**config.mk**
```make
export PLATFORM = sky130hd
export DESIGN_NAME = graph_m_coloring_search_unit
export DESIGN_NICKNAME = d
export VERILOG_FILES = /design/src/hw/rtl/gmc_pkg.sv /design/src/hw/rtl/gmc_ram.sv /design/src/hw/rtl/graph_m_coloring_search_unit.sv
export VERILOG_INCLUDE_DIRS = /design/src /design/src/hw/rtl
export SDC_FILE = /design/constraint.sdc
export NUM_CORES = 1
export LEC_CHECK = 0
export BUFFER_PORTS_ARGS = -buffer_cell sky130_fd_sc_hd__buf_2
export CAP_MARGIN = 30
export CORE_MARGIN = 2
export CORE_UTILIZATION = 30
export CTS_CLUSTER_DIAMETER = 30
export DETAILED_ROUTE_END_ITERATION = 10
export PLACE_DENSITY = 0.52
export SYNTH_ARGS = -nofsm -noshare
export SYNTH_HDL_FRONTEND = slang
export SYNTH_SLANG_ARGS = --single-unit
```
**constraint.sdc**
```tcl
create_clock -name i_clk -period 3.2 [get_ports i_clk]
set_input_delay 0.32 -clock i_clk [delete_from_list [all_inputs] [get_ports i_clk]]
set_output_delay 0.32 -clock i_clk [all_outputs]
set_load 0.01 [all_outputs]
```
**src/hw/rtl/graph_m_coloring_search_unit_defines.svh**
```systemverilog
// assertion macros for the colouring search unit
`ifndef GRAPH_M_COLORING_SEARCH_UNIT_DEFINES_SVH
`define GRAPH_M_COLORING_SEARCH_UNIT_DEFINES_SVH

// same-cycle implication
`define GMC_ASSERT_NOW(label, clk, rst_n, ante, cons, msg) \
    label: assert property (@(posedge clk) disable iff (!rst_n) (ante) |-> (cons)) \
        else $error(msg);

// next-cycle implication
`define GMC_ASSERT_NXT(label, clk, rst_n, ante, cons, msg) \
    label: assert property (@(posedge clk) disable iff (!rst_n) (ante) |=> (cons)) \
        else $error(msg);

`endif

```
**src/hw/rtl/gmc_pkg.sv**
```systemverilog
package gmc_pkg;

    localparam int VERTICES_DEF   = 8;
    localparam int REPORTED_MAX   = 8;
    localparam int ROW_W          = 8;
    localparam int ID_W           = 3;
    localparam int COLOR_W        = 4;
    localparam int MASK_W         = 1 << COLOR_W;
    localparam logic [COLOR_W-1:0] NUM_COLORS_RST = 4'd3;

    typedef struct packed {
        logic [ID_W-1:0]  row_index;
        logic [ROW_W-1:0] row_bits;
        logic             last_row;
    } t_in_item;

    typedef struct packed {
        logic               found;
        logic [ID_W-1:0]    vertex_id;
        logic [COLOR_W-1:0] vertex_color;
        logic               last;
    } t_out_item;

endpackage

```
**src/hw/rtl/gmc_ram.sv**
```systemverilog
module gmc_ram #(
    parameter int WIDTH = 8,
    parameter int DEPTH = 8
) (
    input  logic                     i_clk,
    input  logic                     i_we,
    input  logic [$clog2(DEPTH)-1:0] i_waddr,
    input  logic [WIDTH-1:0]         i_wdata,
    input  logic [$clog2(DEPTH)-1:0] i_raddr,
    output logic [WIDTH-1:0]         o_rdata
);

    logic [WIDTH-1:0] r_mem [DEPTH];
    logic [WIDTH-1:0] r_rdata;

    always_ff @(posedge i_clk) begin
        if (i_we) begin
            r_mem[i_waddr] <= i_wdata;
        end
        r_rdata <= r_mem[i_raddr];
    end

    assign o_rdata = r_rdata;

endmodule

```
**src/hw/rtl/graph_m_coloring_search_unit.sv**
```systemverilog
// channel | direction | handshake                  | payload
// in      | input     | i_in_valid / o_in_ready    | i_in_data  (row_index, row_bits, last_row)
// out     | output    | o_out_valid / i_out_ready  | o_out_data (found, vertex_id, vertex_color, last)
// cfg     | input     | i_cfg_we                   | i_cfg_wdata (num_colors)
//
// a row without the last mark is taken in the idle state, and the unit stays there
// a last row starts a clearing pass over the colour memory, then the search:
// a visit of vertex d reads the colours of vertices 0 to d-1 one per cycle if 0 < d < 8, else none
// the number of visits depends on the graph and num_colors; each result is read, registered
// and held through any output stall; no input transfer is taken until the last result is gone
// i_rst_n is synchronous, active low; it clears the row valid bits and restores num_colors to 3
`include "graph_m_coloring_search_unit_defines.svh"

module graph_m_coloring_search_unit #(
    parameter int VERTICES = gmc_pkg::VERTICES_DEF
) (
    input  logic                          i_clk,
    input  logic                          i_rst_n,
    input  logic                          i_cfg_we,
    input  logic [gmc_pkg::COLOR_W-1:0]   i_cfg_wdata,
    input  logic                          i_in_valid,
    output logic                          o_in_ready,
    input  gmc_pkg::t_in_item             i_in_data,
    output logic                          o_out_valid,
    input  logic                          i_out_ready,
    output gmc_pkg::t_out_item            o_out_data
);

    import gmc_pkg::*;

    localparam int CW        = $clog2(VERTICES);
    localparam int ADJ_DEPTH = (VERTICES < ROW_W) ? VERTICES : ROW_W;
    localparam int ADJ_AW    = $clog2(ADJ_DEPTH);
    localparam int REPORTED  = (VERTICES < REPORTED_MAX) ? VERTICES : REPORTED_MAX;
    localparam int IDX_W     = $clog2(ROW_W) + 1;
    localparam int PIDX_W    = $clog2(ROW_W);

    localparam logic [3:0] S_IDLE  = 4'd0;
    localparam logic [3:0] S_CLEAR = 4'd1;
    localparam logic [3:0] S_VISIT = 4'd2;
    localparam logic [3:0] S_LOAD  = 4'd3;
    localparam logic [3:0] S_SWEEP = 4'd4;
    localparam logic [3:0] S_PICK  = 4'd5;
    localparam logic [3:0] S_OREAD = 4'd6;
    localparam logic [3:0] S_OWAIT = 4'd7;
    localparam logic [3:0] S_OHOLD = 4'd8;

    logic [3:0]           r_state, n_state;
    logic [COLOR_W-1:0]   r_num_colors;
    logic [ADJ_DEPTH-1:0] r_adj_vld;
    logic [CW-1:0]        r_cnt, n_cnt;
    logic [CW-1:0]        r_depth, n_depth;
    logic                 r_row_ok, n_row_ok;
    logic [ROW_W-1:0]     r_row, n_row;
    logic [COLOR_W-1:0]   r_cur, n_cur;
    logic [MASK_W-1:0]    r_mask, n_mask;
    logic [IDX_W-1:0]     r_lim, n_lim;
    logic [IDX_W-1:0]     r_idx, n_idx;
    logic                 r_pend, n_pend;
    logic [PIDX_W-1:0]    r_pidx, n_pidx;
    t_out_item            r_out, n_out;
    logic                 r_out_valid, n_out_valid;

    logic                 w_in_fire;
    logic                 w_row_in_range;
    logic [ADJ_AW-1:0]    w_adj_waddr;
    logic [ADJ_AW-1:0]    w_adj_raddr;
    logic [ROW_W-1:0]     w_adj_rdata;

    logic                 w_col_we;
    logic [CW-1:0]        w_col_waddr;
    logic [COLOR_W-1:0]   w_col_wdata;
    logic [CW-1:0]        w_col_raddr;
    logic [COLOR_W-1:0]   w_col_rdata;

    logic                 w_pick_ok;
    logic [COLOR_W-1:0]   w_pick_color;

    assign o_in_ready     = (r_state == S_IDLE);
    assign w_in_fire      = i_in_valid && o_in_ready;
    assign w_row_in_range = int'(i_in_data.row_index) < ADJ_DEPTH;
    assign w_adj_waddr    = ADJ_AW'(i_in_data.row_index);
    assign w_adj_raddr    = ADJ_AW'(r_depth);
    assign o_out_valid    = r_out_valid;
    assign o_out_data     = r_out;

    gmc_ram #(
        .WIDTH (ROW_W),
        .DEPTH (ADJ_DEPTH)
    ) u_adj_ram (
        .i_clk   (i_clk),
        .i_we    (w_in_fire && w_row_in_range),
        .i_waddr (w_adj_waddr),
        .i_wdata (i_in_data.row_bits),
        .i_raddr (w_adj_raddr),
        .o_rdata (w_adj_rdata)
    );

    gmc_ram #(
        .WIDTH (COLOR_W),
        .DEPTH (VERTICES)
    ) u_col_ram (
        .i_clk   (i_clk),
        .i_we    (w_col_we),
        .i_waddr (w_col_waddr),
        .i_wdata (w_col_wdata),
        .i_raddr (w_col_raddr),
        .o_rdata (w_col_rdata)
    );

    // lowest colour above the current one that no earlier neighbour holds
    always_comb begin
        w_pick_ok    = 1'b0;
        w_pick_color = '0;
        for (int c = MASK_W - 1; c >= 1; c--) begin
            if (COLOR_W'(c) > r_cur && COLOR_W'(c) <= r_num_colors && !r_mask[c]) begin
                w_pick_ok    = 1'b1;
                w_pick_color = COLOR_W'(c);
            end
        end
    end

    always_comb begin
        n_state     = r_state;
        n_cnt       = r_cnt;
        n_depth     = r_depth;
        n_row_ok    = r_row_ok;
        n_row       = r_row;
        n_cur       = r_cur;
        n_mask      = r_mask;
        n_lim       = r_lim;
        n_idx       = r_idx;
        n_pend      = r_pend;
        n_pidx      = r_pidx;
        n_out       = r_out;
        n_out_valid = r_out_valid;
        w_col_we    = 1'b0;
        w_col_waddr = r_depth;
        w_col_wdata = '0;
        w_col_raddr = r_depth;

        case (r_state)
            S_IDLE: begin
                if (w_in_fire && i_in_data.last_row) begin
                    n_cnt   = '0;
                    n_state = S_CLEAR;
                end
            end
            S_CLEAR: begin
                w_col_we    = 1'b1;
                w_col_waddr = r_cnt;
                if (r_cnt == CW'(VERTICES - 1)) begin
                    n_depth = '0;
                    n_state = S_VISIT;
                end else begin
                    n_cnt = r_cnt + 1'b1;
                end
            end
            S_VISIT: begin
                w_col_raddr = r_depth;
                n_row_ok    = (int'(r_depth) < ADJ_DEPTH) && r_adj_vld[w_adj_raddr];
                n_lim       = (int'(r_depth) < ADJ_DEPTH) ? IDX_W'(r_depth) : '0;
                n_state     = S_LOAD;
            end
            S_LOAD: begin
                n_row   = r_row_ok ? w_adj_rdata : '0;
                n_cur   = w_col_rdata;
                n_mask  = '0;
                n_idx   = '0;
                n_pend  = 1'b0;
                n_state = S_SWEEP;
            end
            S_SWEEP: begin
                // read one earlier vertex a cycle, fold its colour in on the next cycle
                w_col_raddr = CW'(r_idx);
                if (r_pend && r_row[r_pidx]) begin
                    n_mask = r_mask | ({{(MASK_W - 1){1'b0}}, 1'b1} << w_col_rdata);
                end
                if (r_idx < r_lim) begin
                    n_pend = 1'b1;
                    n_pidx = PIDX_W'(r_idx);
                    n_idx  = r_idx + 1'b1;
                end else begin
                    n_pend = 1'b0;
                    if (!r_pend) begin
                        n_state = S_PICK;
                    end
                end
            end
            S_PICK: begin
                w_col_we    = 1'b1;
                w_col_waddr = r_depth;
                w_col_wdata = w_pick_ok ? w_pick_color : '0;
                if (w_pick_ok) begin
                    if (r_depth == CW'(VERTICES - 1)) begin
                        n_cnt   = '0;
                        n_state = S_OREAD;
                    end else begin
                        n_depth = r_depth + 1'b1;
                        n_state = S_VISIT;
                    end
                end else if (r_depth == '0) begin
                    n_out.found        = 1'b0;
                    n_out.vertex_id    = '0;
                    n_out.vertex_color = '0;
                    n_out.last         = 1'b1;
                    n_out_valid        = 1'b1;
                    n_state            = S_OHOLD;
                end else begin
                    n_depth = r_depth - 1'b1;
                    n_state = S_VISIT;
                end
            end
            S_OREAD: begin
                w_col_raddr = r_cnt;
                n_state     = S_OWAIT;
            end
            S_OWAIT: begin
                n_out.found        = 1'b1;
                n_out.vertex_id    = ID_W'(r_cnt);
                n_out.vertex_color = w_col_rdata;
                n_out.last         = (r_cnt == CW'(REPORTED - 1));
                n_out_valid        = 1'b1;
                n_state            = S_OHOLD;
            end
            S_OHOLD: begin
                if (i_out_ready) begin
                    n_out_valid = 1'b0;
                    if (r_out.last) begin
                        n_state = S_IDLE;
                    end else begin
                        n_cnt   = r_cnt + 1'b1;
                        n_state = S_OREAD;
                    end
                end
            end
            default: begin
                n_state     = S_IDLE;
                n_out_valid = 1'b0;
            end
        endcase
    end

    always_ff @(posedge i_clk) begin
        if (!i_rst_n) begin
            r_state      <= S_IDLE;
            r_out_valid  <= 1'b0;
            r_num_colors <= NUM_COLORS_RST;
            r_adj_vld    <= '0;
        end else begin
            r_state     <= n_state;
            r_out_valid <= n_out_valid;
            if (i_cfg_we) begin
                r_num_colors <= i_cfg_wdata;
            end
            if (w_in_fire && w_row_in_range) begin
                r_adj_vld[w_adj_waddr] <= 1'b1;
            end
        end
    end

    always_ff @(posedge i_clk) begin
        r_cnt    <= n_cnt;
        r_depth  <= n_depth;
        r_row_ok <= n_row_ok;
        r_row    <= n_row;
        r_cur    <= n_cur;
        r_mask   <= n_mask;
        r_lim    <= n_lim;
        r_idx    <= n_idx;
        r_pend   <= n_pend;
        r_pidx   <= n_pidx;
        r_out    <= n_out;
    end

    `GMC_ASSERT_NXT(a_last_ends_run, i_clk, i_rst_n,
        o_out_valid && i_out_ready && o_out_data.last, r_state == S_IDLE,
        "run did not end after last result")
    `GMC_ASSERT_NOW(a_fail_is_last, i_clk, i_rst_n,
        o_out_valid && !o_out_data.found, o_out_data.last,
        "failure result without last")
    `GMC_ASSERT_NOW(a_no_in_while_out, i_clk, i_rst_n,
        o_out_valid, !o_in_ready,
        "input taken while result pending")
    `GMC_ASSERT_NXT(a_backtrack, i_clk, i_rst_n,
        r_state == S_PICK && !w_pick_ok && r_depth != '0,
        r_state == S_VISIT && r_depth == $past(r_depth) - 1'b1,
        "backtrack step lost")

endmodule
```
## After elaboration in Yosys (flattened, before gate mapping)

Memories as Yosys holds them, arrays and structs flattened. A register that Yosys moved wholly into a read port is not among the register bits.
Index checks and enable logic that the tools add are counted.

| word-level totals | value |
|---|---|
| register bits | 72 |
| bits in writable memories | 96 |
| bits of input ports | 21 |
| logic and storage cells | 233 |
| memories kept | 2 |

| operators by class | value |
|---|---|
| $add $sub $neg | 4 |
| $lt $le $gt $ge | 35 |
| equality and inequality tests | 25 |
| shift operators | 1 |
| muxes and demuxes | 80 |
| bitwise operators | 3 |
| reduce and logical (&&, ||, !) cells | 65 |

Memories:

| name | words | bits a word | read ports | clocked after Yosys merged registers in | wr ports | RTL line | source |
|---|---|---|---|---|---|---|---|
| u_adj_ram.r_mem | 8 | 8 | 1 | 1 | 1 | gmc_ram.sv:13 | `logic [WIDTH-1:0] r_mem [DEPTH];` |
| u_col_ram.r_mem | 8 | 4 | 1 | 1 | 1 | gmc_ram.sv:13 |  |

Operator list:

| operator | count |
|---|---|
| 2-to-1 mux 4 bit | 25 |
| 2-to-1 mux 3 bit | 13 |
| one-hot mux 4 bit (9 select lines) | 1 |
| logical AND 1 bit | 34 |
| greater-than comparator 4 bit, first input constant | 8 |
| less-or-equal comparator 4 bit, first input constant | 8 |
| one-hot mux 16 bit (2 select lines) | 1 |
| 2-to-1 mux 1 bit | 27 |
| != test 2 bit, second input constant | 12 |
| 2-to-1 mux 9 bit | 2 |
| one-hot mux 9 bit (2 select lines) | 1 |
| equality test 4 x 3 -> 1 bit, second input constant | 4 |
| greater-than comparator 3 x 4 -> 1 bit, first input constant | 4 |
| less-or-equal comparator 3 x 4 -> 1 bit, first input constant | 4 |
| 2-to-1 mux 16 bit | 1 |
| OR 16 bit | 1 |
| << shifter 1 x 4 -> 16 bit, first input constant | 1 |
| logical NOT 1 bit | 15 |
| less-than comparator 3 x 4 -> 1 bit, second input constant | 3 |
| one-hot mux 3 bit (2 select lines) | 2 |
| one-hot mux 3 bit (4 select lines) | 1 |
| equality test 4 x 2 -> 1 bit, second input constant | 2 |
| greater-than comparator 2 x 4 -> 1 bit, first input constant | 2 |
| less-or-equal comparator 2 x 4 -> 1 bit, first input constant | 2 |
| other kinds (30) | 39 |

## Logic depth before layout (Yosys ltp)

Gate-level depths: netlist (run 1).

| logic depth | value |
|---|---|
| word-level depth | 20 |
| gate-level depth with buffers | 11 |

## By module

Synthesis (run 1) repeated with hierarchy kept, for this count alone.

| second synthesis, totals | value |
|---|---|
| cells, all modules | 569 |
| area total of the unflattened synthesis | 8236.6 um2 |

By module, submodules not included:

| module | instances | cells an instance | area an instance (um2) | sequential area each (um2) |
|---|---|---|---|---|
| graph_m_coloring_search_unit | 1 | 392 | 4175.3 | 1961.9 |
| gmc_ram (u_adj_ram) | 1 | 114 | 2691.3 | 2082.0 |
| gmc_ram (u_col_ram) | 1 | 63 | 1370.1 | 1041.0 |

## Worst setup path before layout (run 1)

OpenSTA, ideal clock, no wires.

| path | value |
|---|---|
| path kind | register -> register |
| from | reg r_cur[3] |
| to | reg r_depth[2], data pin |
| data arrival time | 2.494 ns |
| path slack | 0.570 ns |
| stages on the path, launching flop included | 11 |
| path buffers | 1 |
| clock period less this slack | 2.630 ns |
| path through | edfxtp_1 buf_4 a21bo_2 or4_4 o311ai_2 nand4b_4 xnor2_1 ha_1 or3_1 a211o_1 nand3_1 |

| between the ends | value |
|---|---|
| longest elaborated chain between the ends | 20 |
| elaborated cells between the ends (all ways) | 62 |
| those cells by class | 15 x order compare; 17 x mux; 30 x reduce/logical |

Ends and longest elaborated chain:

| element | RTL line | source |
|---|---|---|
| start: declaration | graph_m_coloring_search_unit.sv:55 | `logic [COLOR_W-1:0] r_cur, n_cur;` |
| start signal: assignment | graph_m_coloring_search_unit.sv:267 | `r_cur <= n_cur;` |
| greater-than comparator 4 bit | graph_m_coloring_search_unit.sv:116 | `if (COLOR_W'(c) > r_cur && COLOR_W'(c) <= r_num_colors && !r_mask[c]) begin` |
| logical AND 1 bit (2 in a row) | graph_m_coloring_search_unit.sv:116 |  |
| 2-to-1 mux 1 bit (14 in a row) | graph_m_coloring_search_unit.sv:116 |  |
| 2-to-1 mux 1 bit * | graph_m_coloring_search_unit.sv:116 |  |
| 2-to-1 mux 3 bit * | graph_m_coloring_search_unit.sv:194 | `if (w_pick_ok) begin` |
| one-hot mux 3 bit (2 select lines) * | graph_m_coloring_search_unit.sv:142 | `case (r_state)` |
| end signal: assignment | graph_m_coloring_search_unit.sv:264 | `r_depth <= n_depth;` |
| end: declaration | graph_m_coloring_search_unit.sv:52 | `logic [CW-1:0] r_depth, n_depth;` |

Mark *: on every way between the ends. The rest lies on a longest branch, timed or not.
A chain may end at the register's enable or synchronous reset.

## Final worst setup path (run 1)

| path | value |
|---|---|
| from | reg r_cur[1] |
| to | reg r_out, in the netlist o_out_data[8] (enable) |

| between the ends | value |
|---|---|
| longest elaborated chain between the ends | 20 |
| elaborated cells between the ends (all ways) | 62 |
| those cells by class | 15 x order compare; 1 x eq/ne; 15 x mux; 31 x reduce/logical |

Ends and longest elaborated chain:

| element | RTL line | source |
|---|---|---|
| greater-than comparator 4 bit | graph_m_coloring_search_unit.sv:116 |  |
| logical AND 1 bit (2 in a row) | graph_m_coloring_search_unit.sv:116 |  |
| 2-to-1 mux 1 bit (14 in a row) | graph_m_coloring_search_unit.sv:116 |  |
| 2-to-1 mux 1 bit * | graph_m_coloring_search_unit.sv:116 |  |
| != test 2 bit (no line) * | -- |  |
| AND reduction 3 bit (no line) * | -- |  |
| end signal: assignment | graph_m_coloring_search_unit.sv:273 | `r_out <= n_out;` |
| end: declaration | graph_m_coloring_search_unit.sv:61 | `t_out_item r_out, n_out;` |

Marked as above.

==> flow_summary_export.csv, run 1 <==
group,metric,value,unit
clock_tree,htreeDepth,4,
detailed_routing,remaining_drc_errors,0,
timing,worst_slack,0.265,ns
timing,period_share,91.7,%
detailed_routing,vias,4746,
synth,synthCells,554,
synth,synth.distinct_cells,70,
clock_tree,root_buffer,"clkbuf_16",
detailed_routing,postRouteAntennaNets,0,
clock_tree,cts_made_buffers,17,
timing,finalHoldViolations,0,
worst_setup_path,crit_path_max_fanout,17,
timing,skew,0.0133,ns
synth,async_flop_share,0,%
detailed_routing,vias_per_cell,5.01,
clock_tree,cts_resized,0,
finish,layout.nets,626,
die,core-area,25900,um2
timing,rsz0062_at_grt,"no",
timing,max_slew_margin,33.7,%
synth,synth_seq_cells,179,
clock_tree,cts_tree,"done",
grt,track_usage,12.5,%
worst_setup_path,end_kind,"register",
clock_tree,worstSkewPairLatency,0.44,ns
clock_tree,clkTransAtPathRegs,0.08,ns
synth,synth.avg_cell_area,14.2,um2
synth,ys_warn_count,0,
worst_setup_path,path_class,"register to register",
place,dp_slack,0.289,ns
timing,maxSlewViolCount,0,
flow_run,max_cap_viol_count,0,
timing,fin_setup_tns,0,ns
clock_tree,cts_hold_buffers,0,
die,die_area,27500,um2
finish,drive_gt1_share,23.2,%
die,die_h,166,um
synth,synth_area,7870,um2
detailed_routing,wl_per_cell,17.7,um
finish,antenna_cells,0,
detailed_routing,routed_wl,16800,um
grt,grt_pass1_vias,4798,
status,status,"complete, no violations",
timing,fmax,0.341,GHz
place,port_buffers,31,
finish,synthToLayoutAreaGrowth,16.2,%
pwr,power,5.60,mW
worst_hold_path,min_path_type,"primary input to register",
grt,grt_antenna_before_repair,0,
synth,syn-num-nets,581,
worst_setup_path,worstPathArrival,3.03,ns
die,io_pins,32,
grt,grt_max_degree,30,
synth,synth_flop_cell,"edfxtp_1",
detailed_routing,drt_iter0_markers,453,
die,row_count,59,
timing,setup_viol,0,
pwr,ir_worst_vdd,0.000253,V
die,chipWidth,166,um
timing,min_period,2.94,ns
grt,gr-total-overflow,0,
pwr,total_leakage_power,3.08,nW
timing,worst_pin_slew,0.994,ns
grt,grt_pass1_wl,26700,um
pwr,cellPowerDensity,613,nW/um2
place,place_congestion,0.843,
worst_setup_path,crit_path_start_kind,"register",
synth,synth_seq_area_share,64.6,%
clock_tree,clock_sinks,179,
clock_tree,clk_path_buf_depth,2,
clock_tree,post-cts-setup-buffer-count,0,
finish,fin_util,35.3,%
synth,synth_edf_count,150,
detailed_routing,drt-pass1-iter-count,5,
timing,hold_ws,0.118,ns
place,dp_hpwl,11700,um
die,initial_utilization,30.4,%
worst_setup_path,required,3.30,ns
[kinds of logic after synthesis]
kind of cell	synth area share [%]
AO/OA/AOI/OAI	8.88
XOR/XNOR	0.334
adder cells (fa/ha/maj)	0.954
buffers and inverters	2.13
flip-flops	64.6
multiplexers	11.3
AND/OR/NAND/NOR	11.8
[cell usage in the layout (no fill, tap or decap), types with 10 or more instances in the layout]
cell | netlist | routed
dfxtp_1 | 29 | 29
and2_1 | 17 | 17
nand2_1 | 27 | 27
edfxtp_1 | 150 | 150
mux2i_1 | 10 | 10
nor2_1 | 69 | 69
a21oi_1 | 20 | 20
buf_4 | 3 | 24
buf_2 | 8 | 31
mux4_2 | 28 | 28
clkbuf_16 | 0 | 17
inv_1 | 10 | 10
nor3_1 | 11 | 11
mux2_2 | 14 | 14
[registers in the layout (all words and copies together) (netlist names)]
signal / cells
r_pidx: 3
r_cnt: 3
o_out_valid: 1
r_mask: 15
r_adj_vld: 8
r_lim: 3
r_state: 4
r_pend: 1
u_col_ram.r_mem: 32
r_depth: 3
o_out_data: 9
r_idx: 4
u_adj_ram.o_rdata: 8
u_col_ram.o_rdata: 4
r_cur: 4
r_num_colors: 4
u_adj_ram.r_mem: 64
r_row: 8
r_row_ok: 1
[metrics by stage]
stage / area, um2 / std cells
2_1_floorplan: 7870 / 554
3_3_place_gp: 8490 / 915
3_5_place_dp: 8490 / 915
4_1_cts: 9140 / 947
5_1_grt: 9140 / 947
6_report: 9140 / 947
[final timing paths]
check	from	endpoint	slack (ns)	cells after the start
hold / removal	i_cfg_wdata[1]	r_num_colors[1]	0.12	3
setup reg to reg	r_cur[1]	o_out_data[8]	0.26	7
hold reg to reg	r_adj_vld[5]	r_adj_vld[5]	0.47	2
setup / recovery	r_cur[1]	o_out_data[8]	0.26	7
[worst max-delay path: stages (launching register included)]
cell and delay [ns]:
edfxtp_1 0.68, a2111oi_0 0.25, or2_1 0.27, a21oi_1 0.28
nand4b_4 0.14, buf_4 0.19, nor4_2 0.38, o21a_1 0.40
[final cells by class]
cell class,count,area [um2]
fill,2498,16800
tap,335,419
clock inverter,15,224
clock buffer,17,425
timing repair buffer,55,335
sequential,179,5080
multi-input combinational,336,2610
inverter,10,37.5
[synthesized netlist by cell type, drive strengths merged, types with 3 or more instances]
| cell | n | area share (%) |
|---|---|---|
| o32ai | 3 | 0.43 |
| nor2b | 8 | 0.64 |
| and2 | 19 | 1.5 |
| ha | 6 | 0.95 |
| a21oi | 20 | 1.3 |
| nor2 | 69 | 3.3 |
| dfxtp | 29 | 7.4 |
| nand2 | 28 | 1.4 |
| clkbuf | 16 | 0.76 |
| o2bb2ai | 3 | 0.33 |
| mux2i | 10 | 1.3 |
| or4 | 3 | 0.33 |
| nand3 | 7 | 0.45 |
| mux4 | 28 | 8.0 |
| o21ai | 13 | 0.87 |
| nor3 | 13 | 0.95 |
| o32a | 3 | 0.38 |
| inv | 10 | 0.48 |
| or3 | 4 | 0.32 |
| nand2b | 9 | 0.72 |
| o211a | 3 | 0.38 |
| buf | 13 | 0.89 |
| edfxtp | 150 | 57 |
| o31ai | 3 | 0.29 |
| o21a | 4 | 0.38 |
| and3 | 6 | 0.48 |
| a211oi | 7 | 0.80 |
| nor4 | 4 | 0.40 |
| a31oi | 9 | 0.72 |
| mux2 | 14 | 2.0 |
| o31a | 3 | 0.33 |
| nand4b | 3 | 0.52 |
[report_power, final]
part	leakage, nW	switching, mW	internal (mW)	total (mW)
Sequential	1.57	0.145	2.68	2.82
Clock	0.310	1.11	1.11	2.21
Combinational	1.20	0.324	0.239	0.563
Total	3.08	1.57	4.03	5.60
[per-layer routing]
metal  wire length, um  vias to the layer above  track usage, %
met5                 0                        -               0
met4               437                        0            5.10
met3               974                       26            3.81
met2              7500                      129            18.9
met1              7880                     2342            16.9
li1                  -                     2249               -
Power figures use the tool's default switching activity.
==> run 2, diff against run 1 <==
- CTS_BUF_LIST: default -> sky130_fd_sc_hd__clkbuf_4 sky130_fd_sc_hd__clkbuf_8
==> flow_summary_export.csv, run 2 (synthesis results as in run 1) <==
group,metric,value,unit
die,die_h,166,um
detailed_routing,vias,4722,
clock_tree,clock_sinks,179,
clock_tree,clkTransAtPathRegs,0.11,ns
worst_setup_path,crit_family,"compound AO/OA/AOI/OAI gates",
finish,antenna_cells,0,
pwr,total_leakage_power,3.00,nW
finish,drive_gt1_share,23.2,%
timing,fin_setup_tns,0,ns
clock_tree,cts_made_buffers,17,
finish,nFillCells,2523,
timing,fmax,0.339,GHz
place,port_buffers,31,
worst_setup_path,path_buf_inv,1,
pwr,power,5.09,mW
worst_setup_path,crit_path_start_kind,"register",
finish,fin_area,8950,um2
grt,grt_pass1_vias,4790,
worst_setup_path,crit_path_max_fanout,17,
detailed_routing,remaining_drc_errors,0,
die,row_count,59,
clock_tree,root_buffer,"clkbuf_8",
detailed_routing,routed_wl,16800,um
detailed_routing,drt_iter0_markers,464,
status,status,"complete, no violations",
clock_tree,cts_resized,0,
worst_hold_path,min_path_type,"primary input to register",
pwr,ir_worst_vdd,0.000323,V
place,dp_hpwl,11700,um
pwr,internal_power,3.57,mW
detailed_routing,drt-pass1-iter-count,5,
worst_setup_path,critical-path-max-stage-delay,0.67,ns
finish,layout.nets,626,
worst_setup_path,path_cells,"and2_2 > o32ai_1 > a211oi_2 > nand4b_4 > buf_4 > nor4_2 > o21a_1",
detailed_routing,wl_per_cell,17.7,um
die,die_area,27500,um2
finish,mostFrequentLayoutCells,"150 x edfxtp_1, 69 x nor2_1, 31 x buf_2",
worst_setup_path,worstPathArrival,3.09,ns
clock_tree,htreeDepth,4,
finish,largest_register,"u_adj_ram.r_mem",
timing,skew,0.0197,ns
finish,reg_top3,"u_adj_ram.r_mem: 64 flops, u_col_ram.r_mem: 32 flops, r_mask: 15 flops",
grt,grt_pass1_wl,26800,um
finish,synthToLayoutAreaGrowth,13.8,%
timing,max_slew_margin,34.3,%
flow_run,max_cap_viol_count,0,
place,place_congestion,0.843,
timing,period_share,92.1,%
detailed_routing,vias_per_cell,4.99,
finish,final_common_cell,"edfxtp_1",
die,chipWidth,166,um
die,initial_utilization,30.4,%
place,post_dp_cell_area,8490,um2
grt,grt_max_degree,30,
worst_setup_path,path_class,"register to register",
pwr,switching_share,29.9,%
timing,worst_pin_slew,0.986,ns
timing,maxSlewViolCount,0,
grt,grt_antenna_before_repair,0,
die,io_pins,32,
clock_tree,post-cts-setup-buffer-count,0,
finish,largest_register_ffs,64,
clock_tree,clk_path_buf_depth,2,
worst_setup_path,end_kind,"register",
pwr,clkPwrFrac,33.4,%
grt,track_usage,12.5,%
timing,min_period,2.95,ns
worst_setup_path,required,3.34,ns
clock_tree,worstSkewPairLatency,0.48,ns
detailed_routing,postRouteAntennaNets,0,
pwr,cellPowerDensity,569,nW/um2
worst_setup_path,crit_slowest_cell,"edfxtp_1",
clock_tree,cts_tree,"done",
timing,setup_viol,0,
die,core-area,25900,um2
clock_tree,cts_hold_buffers,0,
pwr,combPwrFrac,11.1,%
pwr,seq_power_share,55.5,%
timing,finalHoldViolations,0,
timing,rsz0062_at_grt,"no",
grt,gr-total-overflow,0,
pwr,p_switching,1.52,mW
run 2: cell types whose count changed in the layout (fill, tap and decap cells not counted):
cell       delta
clkbuf_8     +17
clkbuf_16    -17
run 2: stage by stage:
step                      std cells  setup slack, ns  util [%]  hold WS (ns)
after global routing            947           0.0500      34.5        0.0545
after detailed placement        915            0.289      32.8         0.458
after floorplan                 554            0.570         -         0.382
after CTS                       947            0.268      34.5        0.0436
final                           947            0.253      34.5        0.0803
after global placement          915            0.326      32.8         0.447
run 2: worst paths after layout:
path / slack [ns] / cells after the start / end / start
worst max register to register: 0.25 / 7 / o_out_data[8] / r_cur[2]
worst min-delay path: 0.08 / 3 / r_num_colors[1] / i_cfg_wdata[1]
worst max-delay path: 0.25 / 7 / o_out_data[8] / r_cur[2]
worst min register to register: 0.48 / 2 / r_adj_vld[1] / r_adj_vld[1]
run 2: worst reg2reg max path: stages (launching register included):
cell	delay, ns
edfxtp_1	0.67
and2_2	0.30
o32ai_1	0.13
a211oi_2	0.41
nand4b_4	0.15
buf_4	0.19
nor4_2	0.38
o21a_1	0.40
run 2: cell type report:
cell class	count	area, um2	share of cell area, %
clock buffer	17	234	2.61
tap	335	419	4.68
timing repair buffer	55	335	3.75
inverter	10	37.5	0.419
clock inverter	15	224	2.50
sequential	179	5080	56.8
multi-input combinational	336	2610	29.2
run 2: routing by layer:
layer,vias to the layer above,routed length [um],GRT usage [%]
li1,2242,-,-
met1,2333,7940,16.9
met2,127,7450,19.0
met3,20,993,4.03
met4,0,418,4.76
met5,-,0,0
run 2: power groups by stage:
stage,Combinational (mW),Sequential (mW),Clock [mW]
after floorplan,0.433,2.79,0
after global placement,0.548,2.87,0
after detailed placement,0.561,2.88,0
after CTS,0.564,2.82,1.75
after global routing,0.623,2.85,1.84
final,0.565,2.82,1.70
==> run 3, diff against run 2 <==
- CELL_PAD_IN_SITES_DETAIL_PLACEMENT: default -> 1
- CELL_PAD_IN_SITES_GLOBAL_PLACEMENT: default -> 2
- CORE_UTILIZATION: 30 -> 46
- PLACE_DENSITY: 0.52 -> 0.88
- RECOVER_POWER: default -> 25
==> flow_summary_export.csv, run 3 (synthesis results as in run 1) <==
group,metric,value,unit
status,status,"complete, but fails checks",
status,violations,"max-capacitance violations, max-slew violations",
timing,maxSlewViolCount,26,
timing,min_period,2.99,ns
worst_hold_path,hold_depth,3,
flow_run,max_cap_viol_count,1,
finish,multi_input_area,2610,um2
finish,synthToLayoutAreaGrowth,10.8,%
pwr,power,4.89,mW
finish,largest_register_ffs,64,
worst_setup_path,crit_path_max_fanout,17,
worst_setup_path,rr_worst_depth,9,
die,io_pins,32,
detailed_routing,vias_per_cell,5.81,
die,core-area,16600,um2
grt,grt_pass1_vias,5194,
pwr,ir_worst_vdd,0.000351,V
worst_setup_path,rrSetupSlack,0.21,ns
grt,grt_pass1_wl,29200,um
clock_tree,root_buffer,"clkbuf_8",
clock_tree,clkTransAtPathRegs,0.09,ns
finish,reg_top3,"u_adj_ram.r_mem: 64 flops, u_col_ram.r_mem: 32 flops, r_mask: 15 flops",
detailed_routing,wl_met1,8160,um
timing,max_slew_margin,-8.92,%
die,initial_utilization,47.3,%
finish,nFillCells,1636,
timing,finalHoldViolations,0,
timing,worst_pin_slew,1.63,ns
clock_tree,cts_made_buffers,17,
detailed_routing,wl_met2,9210,um
detailed_routing,remaining_drc_errors,0,
die,chipWidth,135,um
timing,fin_setup_tns,0,ns
clock_tree,cts_tree,"done",
grt,track_usage,21.6,%
detailed_routing,vias,4842,
die,die_area,18200,um2
worst_hold_path,hold_end,"r_num_colors[1]",
finish,antenna_cells,0,
clock_tree,worstSkewPairLatency,0.47,ns
detailed_routing,wl_per_cell,21.8,um
detailed_routing,routed_wl,18200,um
place,place_congestion,0.837,
worst_setup_path,r2r-end,"r_depth[2]",
finish,drive_gt1_share,21.4,%
die,die_h,135,um
grt,grt_max_degree,30,
detailed_routing,top_layer,"met4",
finish,seqCellArea,5080,um2
clock_tree,htreeDepth,4,
timing,rsz0062_at_grt,"no",
worst_setup_path,crit_path_start_kind,"register",
pwr,cellPowerDensity,562,nW/um2
detailed_routing,drt_iter0_markers,353,
worst_hold_path,min_path_type,"primary input to register",
timing,setup_viol,0,
timing,period_share,93.4,%
worst_setup_path,worstPathArrival,3.32,ns
finish,largest_register,"u_adj_ram.r_mem",
worst_setup_path,required,3.53,ns
die,row_count,47,
grt,gr-total-overflow,0,
finish,mostFrequentLayoutCells,"150 x edfxtp_1, 69 x nor2_1, 29 x dfxtp_1",
clock_tree,clk_path_buf_depth,2,
grt,grt_antenna_before_repair,0,
finish,final_common_cell,"edfxtp_1",
worst_hold_path,worstHoldStart,"i_cfg_wdata[1]",
pwr,total_leakage_power,2.93,nW
clock_tree,post-cts-setup-buffer-count,0,
place,port_buffers,31,
clock_tree,cts_hold_buffers,0,
finish,layout.nets,627,
worst_setup_path,end_kind,"register",
worst_setup_path,path_class,"register to register",
place,dp_hpwl,12900,um
detailed_routing,wl_met3,603,um
timing,skew,0.0123,ns
worst_setup_path,timing.rr.start,"r_cur[1]",
detailed_routing,postRouteAntennaNets,0,
timing,fmax,0.334,GHz
detailed_routing,drt-pass1-iter-count,4,
clock_tree,clock_sinks,179,
clock_tree,cts_resized,0,
run 3: cell types whose count changed in the layout (fill, tap and decap cells not counted), sizes merged:
cell / previous run / this run
clkinvlp: 0 / 1
buf: 55 / 45
clkinv: 5 / 4
clkbuf: 17 / 31
inv: 20 / 17
run 3: area by class of cell:
type / count / share of cell area [%]
inverters: 10 / 0.431
flip-flops and latches: 179 / 58.3
well taps: 220 / 3.16
clock inverters: 12 / 1.31
multi-input cells: 336 / 30.0
clock buffers: 20 / 3.09
repair buffers: 56 / 3.69
run 3: how the worst max path moves through the flow:
stage | startpoint | end
detailed placement | r_cur[1] | r_depth[2]
CTS | r_cur[1] | r_depth[2]
global route | r_cur[1] | r_depth[2]
floorplan | r_cur[3] | r_depth[2]
finish | r_cur[1] | r_depth[2]
global placement | r_cur[1] | r_depth[2]
run 3: worst max-delay path, cell delays in order (launching register included):
cell       delay [ns]
edfxtp_1         0.61
a2111oi_0        0.73
or2_1            0.21
a21oi_1          0.12
nand4b_4         0.19
xnor2_1          0.10
ha_1             0.23
or3_1            0.31
a211o_1          0.30
nand3_1          0.07
run 3: layer usage:
layer,vias to the layer above,track usage [%]
li1,2238,-
met1,2501,29.5
met2,81,35.7
met3,22,4.32
met4,0,5.85
met5,-,0
run 3: where the power goes:
group / switching, mW / internal (mW)
combinational: 0.363 / 0.245
clock: 0.858 / 0.619
sequential: 0.131 / 2.68
run 3: stage by stage:
step | hold WS [ns] | instances | util (%) | setup slack (ns) | instance area [um2]
3_5_place_dp | 0.459 | 801 | 50.2 | 0.257 | 8350
4_1_cts | 0.0527 | 833 | 52.5 | 0.209 | 8740
6_report | 0.0800 | 833 | 52.4 | 0.210 | 8720
5_1_grt | 0.0594 | 833 | 52.4 | 0.0695 | 8720
3_3_place_gp | 0.446 | 801 | 50.2 | 0.335 | 8350
2_1_floorplan | 0.382 | 554 | - | 0.570 | 7870
